==> config.mk <==
export PLATFORM = sky130hd
export DESIGN_NAME = escape_sequence_arg_parser_flat
export DESIGN_NICKNAME = d
export VERILOG_FILES = /design/src/rtl/core/esap_pkg.sv /design/src/rtl/core/esap_byte_if.sv /design/src/rtl/core/esap_arg_if.sv /design/src/rtl/core/escape_sequence_arg_parser.sv /design/src/flat_wrapper.sv
export SDC_FILE = /design/constraint.sdc
export NUM_CORES = 1
export LEC_CHECK = 0
export ABC_AREA = 1
export BUFFER_PORTS_ARGS = -buffer_cell sky130_fd_sc_hd__buf_4
export CORE_UTILIZATION = 30
export CTS_CLUSTER_SIZE = 28
export DETAILED_ROUTE_END_ITERATION = 7
export SYNTH_ARGS = -nofsm -noshare
export SYNTH_HDL_FRONTEND = slang
export SYNTH_SLANG_ARGS = --single-unit
==> constraint.sdc <==
create_clock -name clk -period 5.1 [get_ports clk]
set_clock_uncertainty 0.15 [all_clocks]
set_input_delay 0.51 -clock clk [delete_from_list [all_inputs] [get_ports clk]]
set_output_delay 0.51 -clock clk [all_outputs]
set_load 0.005 [all_outputs]
==> src/rtl/core/esap_pkg.sv <==
// ----------------------------------------------------------------------------
// esap_pkg
// Shared widths, character codes and phase encodings for the escape sequence
// argument parser.
// ----------------------------------------------------------------------------
package esap_pkg;

	// default sizing of the argument store and of one argument's text
	localparam int MAX_ARGS_DEF  = 16;
	localparam int ARG_CHARS_DEF = 16;

	// fixed field widths
	localparam int BYTE_W  = 8;
	localparam int VALUE_W = 32;
	localparam int INDEX_W = 4;
	localparam int COUNT_W = 5;
	localparam int KIND_W  = 3;

	// character codes
	localparam logic [BYTE_W-1:0] CH_ESC   = 8'h1B;
	localparam logic [BYTE_W-1:0] CH_LBR   = 8'h5B; // '['
	localparam logic [BYTE_W-1:0] CH_QUEST = 8'h3F; // '?'
	localparam logic [BYTE_W-1:0] CH_RBR   = 8'h5D; // ']'
	localparam logic [BYTE_W-1:0] CH_M     = 8'h6D; // 'm'
	localparam logic [BYTE_W-1:0] CH_SEMI  = 8'h3B; // ';'
	localparam logic [BYTE_W-1:0] CH_L     = 8'h6C; // 'l'
	localparam logic [BYTE_W-1:0] CH_H     = 8'h68; // 'h'
	localparam logic [BYTE_W-1:0] CH_SPACE = 8'h20;
	localparam logic [BYTE_W-1:0] CH_TAB   = 8'h09;
	localparam logic [BYTE_W-1:0] CH_CR    = 8'h0D;
	localparam logic [BYTE_W-1:0] CH_PLUS  = 8'h2B;
	localparam logic [BYTE_W-1:0] CH_MINUS = 8'h2D;
	localparam logic [BYTE_W-1:0] CH_ZERO  = 8'h30;
	localparam logic [BYTE_W-1:0] CH_NINE  = 8'h39;

	// sequence kinds reported at the end of a sequence
	localparam logic [KIND_W-1:0] END_SGR     = 3'd0;
	localparam logic [KIND_W-1:0] END_PRIVATE = 3'd1;
	localparam logic [KIND_W-1:0] END_OSC     = 3'd2;
	localparam logic [KIND_W-1:0] END_FULL    = 3'd3;
	localparam logic [KIND_W-1:0] END_BUFFER  = 3'd4;

	// parse phase codes
	localparam logic [2:0] PH_IDLE      = 3'd0;
	localparam logic [2:0] PH_START     = 3'd1;
	localparam logic [2:0] PH_AFTER_ESC = 3'd2;
	localparam logic [2:0] PH_AFTER_BR  = 3'd3;
	localparam logic [2:0] PH_PRIVATE   = 3'd4;
	localparam logic [2:0] PH_ARGS      = 3'd5;

	// number conversion phase codes
	localparam logic [1:0] CV_SPACE  = 2'd0;
	localparam logic [1:0] CV_SIGN   = 2'd1;
	localparam logic [1:0] CV_DIGITS = 2'd2;
	localparam logic [1:0] CV_DONE   = 2'd3;

	// magnitude saturation point
	localparam logic [VALUE_W-1:0] MAG_CAP = 32'h8000_0000;
	localparam logic [VALUE_W-1:0] POS_MAX = 32'h7FFF_FFFF;

	typedef logic [BYTE_W-1:0]  byte_t;
	typedef logic [VALUE_W-1:0] mag_t;

endpackage

==> src/rtl/core/esap_byte_if.sv <==
// ----------------------------------------------------------------------------
// esap_byte_if
// Request channel carrying one terminal byte with its start and end flags.
// ----------------------------------------------------------------------------
interface esap_byte_if;
	import esap_pkg::*;

	logic  valid;
	logic  ready;
	byte_t byte_value;
	logic  first_byte;
	logic  last_byte;

	modport source (output valid, output byte_value, output first_byte, output last_byte,
		input ready);
	modport sink (input valid, input byte_value, input first_byte, input last_byte,
		output ready);

endinterface

==> src/rtl/core/esap_arg_if.sv <==
// ----------------------------------------------------------------------------
// esap_arg_if
// Request channel carrying one parsed argument and sequence end status.
// ----------------------------------------------------------------------------
interface esap_arg_if;
	import esap_pkg::*;

	logic                      valid;
	logic                      ready;
	logic                      arg_valid;
	logic signed [VALUE_W-1:0] arg_value;
	logic [INDEX_W-1:0]        arg_index;
	logic                      seq_end;
	logic [KIND_W-1:0]         end_kind;
	logic                      terminator_consumed;
	logic [COUNT_W-1:0]        arg_count;

	modport source (output valid, output arg_valid, output arg_value, output arg_index,
		output seq_end, output end_kind, output terminator_consumed, output arg_count,
		input ready);
	modport sink (input valid, input arg_valid, input arg_value, input arg_index,
		input seq_end, input end_kind, input terminator_consumed, input arg_count,
		output ready);

endinterface

==> src/rtl/core/escape_sequence_arg_parser.sv <==
// ----------------------------------------------------------------------------
// escape_sequence_arg_parser
// Parses ANSI CSI / SGR parameter bytes into saturated 32-bit arguments.
// ----------------------------------------------------------------------------
// Takes one terminal byte per cycle and gives one request on the args channel
// for each byte that completes an argument or ends a sequence; other bytes
// give nothing. A byte goes into an input register, is parsed by a single
// pass through the phase logic and the times-ten accumulator, and lands in
// the result register; the sustained rate is one byte per cycle while
// args.ready is high. A result waiting in the result register stalls the
// parse pass; the input register then holds its byte and the byte channel
// stalls until the result is taken.
module escape_sequence_arg_parser #(
	parameter int MAX_ARGS  = esap_pkg::MAX_ARGS_DEF,
	parameter int ARG_CHARS = esap_pkg::ARG_CHARS_DEF
) (
	input  logic       clk,
	input  logic       arst_n,
	esap_byte_if.sink  term,
	esap_arg_if.source args
);
	import esap_pkg::*;

	localparam int CNT_W  = $clog2(MAX_ARGS + 1);
	localparam int PEND_W = $clog2(ARG_CHARS + 1);

	// input register
	logic         vld_s1;
	byte_t        byte_s1;
	logic         first_s1;
	logic         last_s1;

	// parser state
	logic [2:0]        phase_q;
	logic [CNT_W-1:0]  cnt_q;
	logic [PEND_W-1:0] pend_q;
	logic [1:0]        cv_q;
	logic              neg_q;
	mag_t              mag_q;

	// result register
	logic                      ovld_q;
	logic                      arg_valid_q;
	logic signed [VALUE_W-1:0] arg_value_q;
	logic [INDEX_W-1:0]        arg_index_q;
	logic                      seq_end_q;
	logic [KIND_W-1:0]         end_kind_q;
	logic                      cons_q;
	logic [COUNT_W-1:0]        arg_count_q;

	// next-state and result of the parse pass
	logic [2:0]        ph_n;
	logic [CNT_W-1:0]  cnt_n;
	logic [PEND_W-1:0] pend_n;
	logic [1:0]        cv_n;
	logic              neg_n;
	mag_t              mag_n;
	logic              res_vld;
	logic              r_valid;
	mag_t              r_value;
	logic [CNT_W-1:0]  r_idx;
	logic              r_end;
	logic [KIND_W-1:0] r_kind;
	logic              r_cons;

	logic advance;

	// zero-extended copies for the narrow output fields
	logic [CNT_W+COUNT_W-1:0] cnt_ext;
	logic [CNT_W+INDEX_W-1:0] idx_ext;

	assign advance    = vld_s1 && (!ovld_q || args.ready);
	assign term.ready = !vld_s1 || advance;

	// one parse pass over the registered byte
	always_comb begin
		logic               taken;
		logic               digit;
		logic               space;
		logic               feed_dig;
		logic [VALUE_W+3:0] prod;
		mag_t               conv;

		ph_n     = phase_q;
		cnt_n    = cnt_q;
		pend_n   = pend_q;
		cv_n     = cv_q;
		neg_n    = neg_q;
		mag_n    = mag_q;
		r_valid  = 1'b0;
		r_value  = '0;
		r_idx    = '0;
		r_end    = 1'b0;
		r_kind   = END_SGR;
		r_cons   = 1'b0;
		taken    = 1'b0;
		feed_dig = 1'b0;
		prod     = '0;

		digit = (byte_s1 >= CH_ZERO) && (byte_s1 <= CH_NINE);
		space = (byte_s1 == CH_SPACE) || ((byte_s1 >= CH_TAB) && (byte_s1 <= CH_CR));

		// restart on the first byte of a buffer
		if (first_s1) begin
			ph_n   = PH_START;
			cnt_n  = '0;
			pend_n = '0;
			cv_n   = CV_SPACE;
			neg_n  = 1'b0;
			mag_n  = '0;
		end

		// value of the argument held so far
		if (neg_n) begin
			conv = '0 - mag_n;
		end else if (mag_n >= MAG_CAP) begin
			conv = POS_MAX;
		end else begin
			conv = mag_n;
		end

		if (ph_n != PH_IDLE) begin
			// optional ESC, then optional '['
			if (ph_n == PH_START) begin
				taken = (byte_s1 == CH_ESC);
				ph_n  = PH_AFTER_ESC;
			end
			if (!taken && ph_n == PH_AFTER_ESC) begin
				taken = (byte_s1 == CH_LBR);
				ph_n  = PH_AFTER_BR;
			end
			// private mode, OSC or plain arguments
			if (!taken && ph_n == PH_AFTER_BR) begin
				if (byte_s1 == CH_QUEST) begin
					taken = 1'b1;
					ph_n  = PH_PRIVATE;
				end else if (byte_s1 == CH_RBR) begin
					taken  = 1'b1;
					cnt_n  = CNT_W'(1);
					r_end  = 1'b1;
					r_kind = END_OSC;
					r_cons = 1'b1;
				end else begin
					ph_n = PH_ARGS;
				end
			end
			// skip private mode through 'l' or 'h'
			if (!taken && ph_n == PH_PRIVATE) begin
				taken = 1'b1;
				if (byte_s1 == CH_L || byte_s1 == CH_H) begin
					r_end  = 1'b1;
					r_kind = END_PRIVATE;
					r_cons = 1'b1;
				end
			end
			// argument collection
			if (!taken && ph_n == PH_ARGS) begin
				if (byte_s1 == CH_M) begin
					if (pend_n != '0 && cnt_n >= CNT_W'(MAX_ARGS)) begin
						r_end  = 1'b1;
						r_kind = END_FULL;
					end else begin
						if (pend_n != '0) begin
							r_valid = 1'b1;
							r_value = conv;
							r_idx   = cnt_n;
							cnt_n   = cnt_n + CNT_W'(1);
						end
						r_end  = 1'b1;
						r_kind = END_SGR;
						r_cons = 1'b1;
					end
				end else if (byte_s1 == CH_SEMI) begin
					if (cnt_n >= CNT_W'(MAX_ARGS)) begin
						r_end  = 1'b1;
						r_kind = END_FULL;
					end else begin
						r_valid = 1'b1;
						r_value = conv;
						r_idx   = cnt_n;
						cnt_n   = cnt_n + CNT_W'(1);
						pend_n  = '0;
						cv_n    = CV_SPACE;
						neg_n   = 1'b0;
						mag_n   = '0;
					end
				end else begin
					// drop held text once the character budget is used up
					if (pend_n >= PEND_W'(ARG_CHARS)) begin
						pend_n = '0;
						cv_n   = CV_SPACE;
						neg_n  = 1'b0;
						mag_n  = '0;
					end
					pend_n = pend_n + PEND_W'(1);
					unique case (cv_n)
						CV_SPACE: begin
							if (!space) begin
								if (byte_s1 == CH_PLUS || byte_s1 == CH_MINUS) begin
									neg_n = (byte_s1 == CH_MINUS);
									cv_n  = CV_SIGN;
								end else begin
									cv_n     = digit ? CV_DIGITS : CV_DONE;
									feed_dig = digit;
								end
							end
						end
						CV_SIGN: begin
							cv_n     = digit ? CV_DIGITS : CV_DONE;
							feed_dig = digit;
						end
						CV_DIGITS: begin
							if (digit) begin
								feed_dig = 1'b1;
							end else begin
								cv_n = CV_DONE;
							end
						end
						default: begin
						end
					endcase
					// magnitude times ten plus digit, saturated
					if (feed_dig) begin
						prod = ({4'b0, mag_n} << 3) + ({4'b0, mag_n} << 1)
							+ (VALUE_W+4)'(byte_s1 - CH_ZERO);
						mag_n = (prod > {4'b0, MAG_CAP}) ? MAG_CAP : prod[VALUE_W-1:0];
					end
				end
			end
			// buffer exhausted
			if (!r_end && last_s1) begin
				r_end  = 1'b1;
				r_kind = END_BUFFER;
				r_cons = 1'b1;
			end
			if (r_end) begin
				ph_n = PH_IDLE;
			end
		end
	end

	assign res_vld = r_valid || r_end;
	assign cnt_ext = {{COUNT_W{1'b0}}, cnt_n};
	assign idx_ext = {{INDEX_W{1'b0}}, r_idx};

	// input register
	always_ff @(posedge clk or negedge arst_n) begin
		if (!arst_n) begin
			vld_s1 <= 1'b0;
		end else if (term.ready) begin
			vld_s1 <= term.valid;
		end
	end

	always_ff @(posedge clk) begin
		if (term.valid && term.ready) begin
			byte_s1  <= term.byte_value;
			first_s1 <= term.first_byte;
			last_s1  <= term.last_byte;
		end
	end

	// parser state
	always_ff @(posedge clk or negedge arst_n) begin
		if (!arst_n) begin
			phase_q <= PH_IDLE;
			cnt_q   <= '0;
			pend_q  <= '0;
			cv_q    <= CV_SPACE;
			neg_q   <= 1'b0;
			mag_q   <= '0;
		end else if (advance) begin
			phase_q <= ph_n;
			cnt_q   <= cnt_n;
			pend_q  <= pend_n;
			cv_q    <= cv_n;
			neg_q   <= neg_n;
			mag_q   <= mag_n;
		end
	end

	// result register
	always_ff @(posedge clk or negedge arst_n) begin
		if (!arst_n) begin
			ovld_q <= 1'b0;
		end else if (advance && res_vld) begin
			ovld_q <= 1'b1;
		end else if (args.ready) begin
			ovld_q <= 1'b0;
		end
	end

	always_ff @(posedge clk) begin
		if (advance && res_vld) begin
			arg_valid_q <= r_valid;
			arg_value_q <= r_value;
			arg_index_q <= idx_ext[INDEX_W-1:0];
			seq_end_q   <= r_end;
			end_kind_q  <= r_kind;
			cons_q      <= r_cons;
			arg_count_q <= cnt_ext[COUNT_W-1:0];
		end
	end

	assign args.valid               = ovld_q;
	assign args.arg_valid           = arg_valid_q;
	assign args.arg_value           = arg_value_q;
	assign args.arg_index           = arg_index_q;
	assign args.seq_end             = seq_end_q;
	assign args.end_kind            = end_kind_q;
	assign args.terminator_consumed = cons_q;
	assign args.arg_count           = arg_count_q;

endmodule

==> src/flat_wrapper.sv <==
// flat-port wrapper written by rule: the top's interface ports become plain ports
module escape_sequence_arg_parser_flat import esap_pkg::*;
#(
	parameter int MAX_ARGS  = esap_pkg::MAX_ARGS_DEF,
	parameter int ARG_CHARS = esap_pkg::ARG_CHARS_DEF
)
  (clk, arst_n, term_valid, term_byte_value, term_first_byte, term_last_byte, term_ready, args_valid, args_arg_valid, args_arg_value, args_arg_index, args_seq_end, args_end_kind, args_terminator_consumed, args_arg_count, args_ready);
  esap_byte_if term_i ();
  esap_arg_if args_i ();
  input  logic clk;
  input  logic arst_n;
  input wire logic [$bits(term_i.valid)-1:0] term_valid;
  input wire logic [$bits(term_i.byte_value)-1:0] term_byte_value;
  input wire logic [$bits(term_i.first_byte)-1:0] term_first_byte;
  input wire logic [$bits(term_i.last_byte)-1:0] term_last_byte;
  output wire logic [$bits(term_i.ready)-1:0] term_ready;
  output wire logic [$bits(args_i.valid)-1:0] args_valid;
  output wire logic [$bits(args_i.arg_valid)-1:0] args_arg_valid;
  output wire logic [$bits(args_i.arg_value)-1:0] args_arg_value;
  output wire logic [$bits(args_i.arg_index)-1:0] args_arg_index;
  output wire logic [$bits(args_i.seq_end)-1:0] args_seq_end;
  output wire logic [$bits(args_i.end_kind)-1:0] args_end_kind;
  output wire logic [$bits(args_i.terminator_consumed)-1:0] args_terminator_consumed;
  output wire logic [$bits(args_i.arg_count)-1:0] args_arg_count;
  input wire logic [$bits(args_i.ready)-1:0] args_ready;
  assign term_i.valid = term_valid;
  assign term_i.byte_value = term_byte_value;
  assign term_i.first_byte = term_first_byte;
  assign term_i.last_byte = term_last_byte;
  assign term_ready = term_i.ready;
  assign args_valid = args_i.valid;
  assign args_arg_valid = args_i.arg_valid;
  assign args_arg_value = args_i.arg_value;
  assign args_arg_index = args_i.arg_index;
  assign args_seq_end = args_i.seq_end;
  assign args_end_kind = args_i.end_kind;
  assign args_terminator_consumed = args_i.terminator_consumed;
  assign args_arg_count = args_i.arg_count;
  assign args_i.ready = args_ready;
  escape_sequence_arg_parser #(.MAX_ARGS(MAX_ARGS), .ARG_CHARS(ARG_CHARS)) u_core (.clk(clk), .arst_n(arst_n), .term(term_i), .args(args_i));
endmodule
---- After elaboration in Yosys (flattened, before gate mapping) ----
Index checks and enable logic that the tools add are counted.
word-level totals
  register bits after elaboration ......... 107
  latch bits .............................. 0
  bits in writable memories ............... 0
  bits in read-only memories .............. 0
  logic and storage cells ................. 222
  memories ................................ 0
cells by class
  add/subtract/negate cells ............... 6
  multipliers ............................. 0
  divide/modulo/power cells ............... 0
  order comparisons ....................... 8
  equal/unequal tests ..................... 18
  shift-type cells ........................ 0
  muxes and demuxes ....................... 140
  bitwise operators ....................... 1
  reductions and logical operators ........ 30
operators by type and width
  kind                     count
  $mux W32                 20
  $mux W5                  23
  $mux W3                  20
  $mux W1                  54
  $eq A8 B6 Y1 const B     5
  $eq A8 B7 Y1 const B     5
  $add A35 B33 Y36         1
  $add A36 B36 Y36         1
  $gt A36 B32 Y1 const B   1
  $ge A32 B32 Y1 const B   1
  $mux W2                  16
  $sub A1 B32 Y32 const A  1
  $mux W4                  5
  $logic_and A1 B1 Y1      11
  $add A5 B1 Y5 const B    2
  $ge A5 B5 Y1 const B     2
  $sub A8 B6 Y9 const B    1
  $eq A8 B5 Y1 const B     1
  $ge A8 B4 Y1 const B     1
  $ge A8 B6 Y1 const B     1
  $le A8 B4 Y1 const B     1
  $le A8 B6 Y1 const B     1
  $logic_not A1 Y1         7
  $eq A3 B2 Y1 const B     2
  14 further kinds         20

---- Depth between registers and ports, before layout ----
  depth after elaboration ................. 31
  gate-level depth with buffers ........... 35
  gate-level depth less buffers ........... 33

---- Least setup slack after synthesis ----
No wires, ideal clock.
  path type ............................... register -> register
  start point ............................. register u_core.byte_s1[4]
  end point ............................... register u_core.mag_q[7]
  setup time .............................. 0.066 ns
  arrival ................................. 5.195 ns
  data required time ...................... 4.884 ns
  path slack .............................. -0.311 ns
  cell stages (with the launch flop) ...... 26
  path buffers ............................ 1
  clock period less this slack ............ 5.411 ns
  cell sequence ........................... edfxtp_1 -> ha_1 -> nor2_1 -> inv_1 -> fa_1 -> inv_1 -> ha_1 -> nand2_1 -> inv_2 -> nand2_1 -> nor3_1 -> nand3_1 -> nand3_1 -> nand2_1 -> nand2_1 -> nand2_1 -> nor2_1 -> nand2_1 -> o21ai_4 -> buf_6 -> nand3_1 -> nand2_1 -> nand2_1 -> nand2_1 -> nand2_1 -> nand2_1
between the ends
  cells in the longest elaborated chain, start to end .. 19
  elaborated cells on any way between the ends .. 67
ends and longest elaborated chain
  element                                                    RTL line                           text
  from (decl)                                                escape_sequence_arg_parser.sv:29   byte_t byte_s1;
  from (signal assigned)                                     escape_sequence_arg_parser.sv:257  byte_s1 <= term.byte_value;
  branches (longest 17 deep; another with $add A36 B36 Y36)  n/a
  $mux W32 (*)                                               escape_sequence_arg_parser.sv:157  if (!taken && ph_n == PH_ARGS) begin
  $mux W32 (*)                                               escape_sequence_arg_parser.sv:122  if (ph_n != PH_IDLE) begin
  to (signal assigned)                                       escape_sequence_arg_parser.sv:278  mag_q <= mag_n;
  to (decl)                                                  escape_sequence_arg_parser.sv:39   mag_t mag_q;
Every way passes the cells marked *. The select of a mux whose other input is x is not followed.
A chain may end at the register's enable or synchronous reset.

---- Final worst setup path ----
  start point ............................. register u_core.first_s1
  end point ............................... register u_core.mag_q[15]
between the ends
  cells in the longest elaborated chain, start to end .. 20
  elaborated cells on any way between the ends .. 71
ends and longest elaborated chain
  element                                                    RTL line                           text
  from (decl)                                                escape_sequence_arg_parser.sv:30   logic first_s1;
  from (signal assigned)                                     escape_sequence_arg_parser.sv:258  first_s1 <= term.first_byte;
  branches (longest 19 deep; another with $add A35 B33 Y36)  n/a
  $mux W32 (*)                                               escape_sequence_arg_parser.sv:122
Marked as above.

==> key figures <==
Status
  – Outcome: complete, no violations

GRT
  – Met3 Resource Use GR: 1.46%
  – Largest net degree at the start of global routing: 62
  – Tot GR Track Use: 17.1%
  – Vias in the first global route: 9559
  – Global route overflow: 0
  – First-pass GRT wire length: 50500 um
  – Met2 Use GR: 26.0%
  – Gr busiest metal: met2
  – Met1 usage: 25.9%
  – Initial antenna violation count: 0

Logic synthesis
  – Synth Area in Simple Gates: 35.2%
  – Number of synthesized register bits: 107
  – Syn Area/Cell: 6.50 um2
  – Synth top area share: 17.0%
  – Sequential cell area fraction in the yosys report: 27.4%
  – Post-synth EDFFs: 57
  – Post-synthesis xor/xnor area fraction: 1.22%
  – Synth Cell Area: 10800 um2
  – Most area-hungry cell type in the Yosys netlist: nand2_1
  – Post-synthesis mux area share: 0.0927%
  – Largest family of logic cells by synthesized area: simple AND/OR/NAND/NOR gates
  – Largest cells by area after synthesis: nand2_1 17%, edfxtp_1 16%, dfrtp_1 12%
  – Unique masters post-synth: 61
  – Yosys warning count: 0
  – Synth Instances: 1661
  – Ys async rst share: 46.7%
  – Adder-cell area share of the yosys netlist: 10.8%
  – Syn_nets: 1757
  – Synth Area in Compound Gates: 13.2%
  – Top_reg_cell synth: edfxtp_1

Job
  – Maxcap violations: 0

Clock network
  – CTS tree: yes
  – Clk pin slew, worst setup/hold paths: 0.07 ns
  – Num CTS Buffers: 9
  – H-tree levels: 3
  – Clock latency on the worst-skew pair: 0.37 ns
  – Sink Count: 107
  – CTS root buffer: clkbuf_16
  – Max Root-Sink Buffers: 2

Timing
  – Relative slew slack: 52.6%
  – Fin. max-slew vios: 0
  – Crit share post-route: 91.8%
  – Final Hold Violating Endpoints: 0
  – Period minus WS final: 4.68 ns
  – Top achievable clock speed: 0.214 GHz
  – Slew @ Worst Pin: 0.710 ns
  – Fin Setup TNS: 0 ns
  – Final Setup Violations: 0
  – RSZ-0062 raised after global routing: no

Floorplanning
  – Die Span Y: 192 um
  – I/O pins: 63
  – Row count: 69
  – Die area: 36800 um2
  – Initial Util: 30.4%
  – Core ar.: 35500 um2
  – Die width: 192 um

Drt
  – Remaining antenna violation count: 0
  – DR iter-0 viols: 840
  – Vias per cell: 4.83
  – First drt pass iteration count: 5
  – Drt total wl: 30900 um
  – DR DRC count: 0
  – WL per Instance: 14.2 um
  – Vias: 10511

Final layout
  – Most frequent cells in the layout: 487 x nand2_1, 262 x inv_1, 212 x nor2_1
  – Most common cell after layout, fill and taps aside: nand2_1
  – Final Instance Area: 12200 um2
  – Area occupied by multi-input gates: 6540 um2
  – N_diodes: 0
  – Area growth, synth to finish: 12.7%
  – Util after Layout: 34.3%
  – Fill cell count: 3856
  – Final net count: 1808
  – Register area: 2960 um2
  – Share of cells above drive strength 1: 9.55%

Worst setup path
  – Worst Path Required: 5.23 ns
  – Reg2reg setup slack: 0.42 ns
  – Crit path launch type: flop
  – Worst setup EP type: flop
  – Crit Path Category: flop to flop
  – WP data arrival: 4.81 ns
  – CP Max Fanout: 31

Power and ir drop
  – Pwr Density: 463 nW/um2
  – LEAKAGE: 6.27 nW
  – Max VDD drop: 0.000242 V

Place
  – Post-DP HPWL: 24900 um
  – RD Place Congestion: 0.939
  – Placed inst area: 11800 um2
  – Port-buffer cells: 62

Hold path
  – HP Class: input port to async pin
[worst paths after layout]
kind                                    start           endpoint  cells after the start
setup / recovery              u_core.first_s1   u_core.mag_q[15]                     27
hold / removal                         arst_n    u_core.cnt_q[4]                      1
setup reg to reg              u_core.first_s1   u_core.mag_q[15]                     27
hold reg to reg               u_core.mag_q[8]    u_core.mag_q[8]                      2
max in group asynchronous              arst_n   u_core.mag_q[19]                      1
min in group clk           term_byte_value[2]  u_core.byte_s1[2]                      1
[final cells by class]
| type | count | area share [%] |
|---|---|---|
| clock buffers | 13 | 2.31 |
| clock inverters | 3 | 0.555 |
| inverters | 276 | 8.56 |
| multi-input cells | 1230 | 53.8 |
| flip-flops and latches | 107 | 24.4 |
| well taps | 461 | 4.74 |
| repair buffers | 88 | 5.72 |
[cells in the mapped netlist (8+ instances only)]
cell      number
o21ai_1        9
o21ai_0       49
nand4_1       21
fa_1          18
dfrtp_1       50
clkbuf_1      20
nand3_1       98
buf_2         12
a311oi_1      10
a21oi_1      115
inv_1        263
ha_1          64
edfxtp_1      57
nor2_2         9
nand2_1      488
xor2_1         8
inv_2         10
nor3_1        11
o21bai_1      15
nor2_1       215
nand3b_1       8
[cell families after synthesis]
kind of cell	count (synthesis)
DFF	107
adders and majority gates	82
muxes	1
buffers and inverters	324
xor gates and xnor gates	15
AOI/OAI and AO/OA	241
and+or+nand+nor	891
[registers in the layout, indices dropped and copies added, names as in the netlist, 2 cells and up]
register               count
u_core.mag_q              32
u_core.args.arg_index      4
u_core.cv_q                2
u_core.byte_s1             8
u_core.args.arg_count      5
u_core.cnt_q               5
u_core.pend_q              5
u_core.args.arg_value     32
u_core.args.end_kind       3
u_core.phase_q             3
[critical path, cell delays in order (launching register included)]
cell and delay [ns]:
edfxtp_1 0.51, buf_4 0.19, nor2_1 0.22, inv_1 0.15
nor2_1 0.15, inv_1 0.10, o21ai_0 0.16, inv_1 0.07
ha_1 0.17, o21bai_1 0.16, ha_1 0.38, nand2_1 0.16
nor2_1 0.25, nand3_1 0.17, nand3_1 0.18, nand2_1 0.12
nand2_1 0.08, nand2_1 0.05, nand2_1 0.13, nand2_1 0.08
nor2_1 0.11, nand2_1 0.09, o21ai_4 0.17, buf_12 0.19
nand3_1 0.09, nand2_1 0.08, nand2_1 0.08, a21oi_1 0.14
[through the flow]
stage / instances / worst slack (ns) / hold slack, ns / total power [W]
3_5_place_dp: 2157 / 0.338 / 0.315 / 0.00478
3_3_place_gp: 2157 / 0.380 / 0.312 / 0.00475
4_1_cts: 2173 / 0.294 / 0.0519 / 0.00560
6_report: 2178 / 0.419 / 0.0121 / 0.00563
5_1_grt: 2178 / 0.0379 / 0.0780 / 0.00616
2_1_floorplan: 1661 / 0.366 / 0.0644 / 0.00387
[where the power goes]
part           switching (W)  total (W)  internal [W]  leakage [nW]
Sequential         0.0000965    0.00120       0.00110          1.16
Combinational        0.00247    0.00363       0.00117          4.94
Clock               0.000313   0.000800      0.000487         0.167
Total                0.00287    0.00563       0.00276          6.27
[what timing repair did]
action | in CTS | in global routing
endpoints found under the setup margin | 0 | 32
hold buffers | 0 | 0
buffers inserted | 0 | 5
resized for setup | 0 | 2
[layer usage]
layer	routed length, um	vias up
li1	-	5419
met1	15600	4771
met2	13300	292
met3	1530	29
met4	404	0
met5	0	-
No activity file was read; power rests on OpenSTA's default activity.
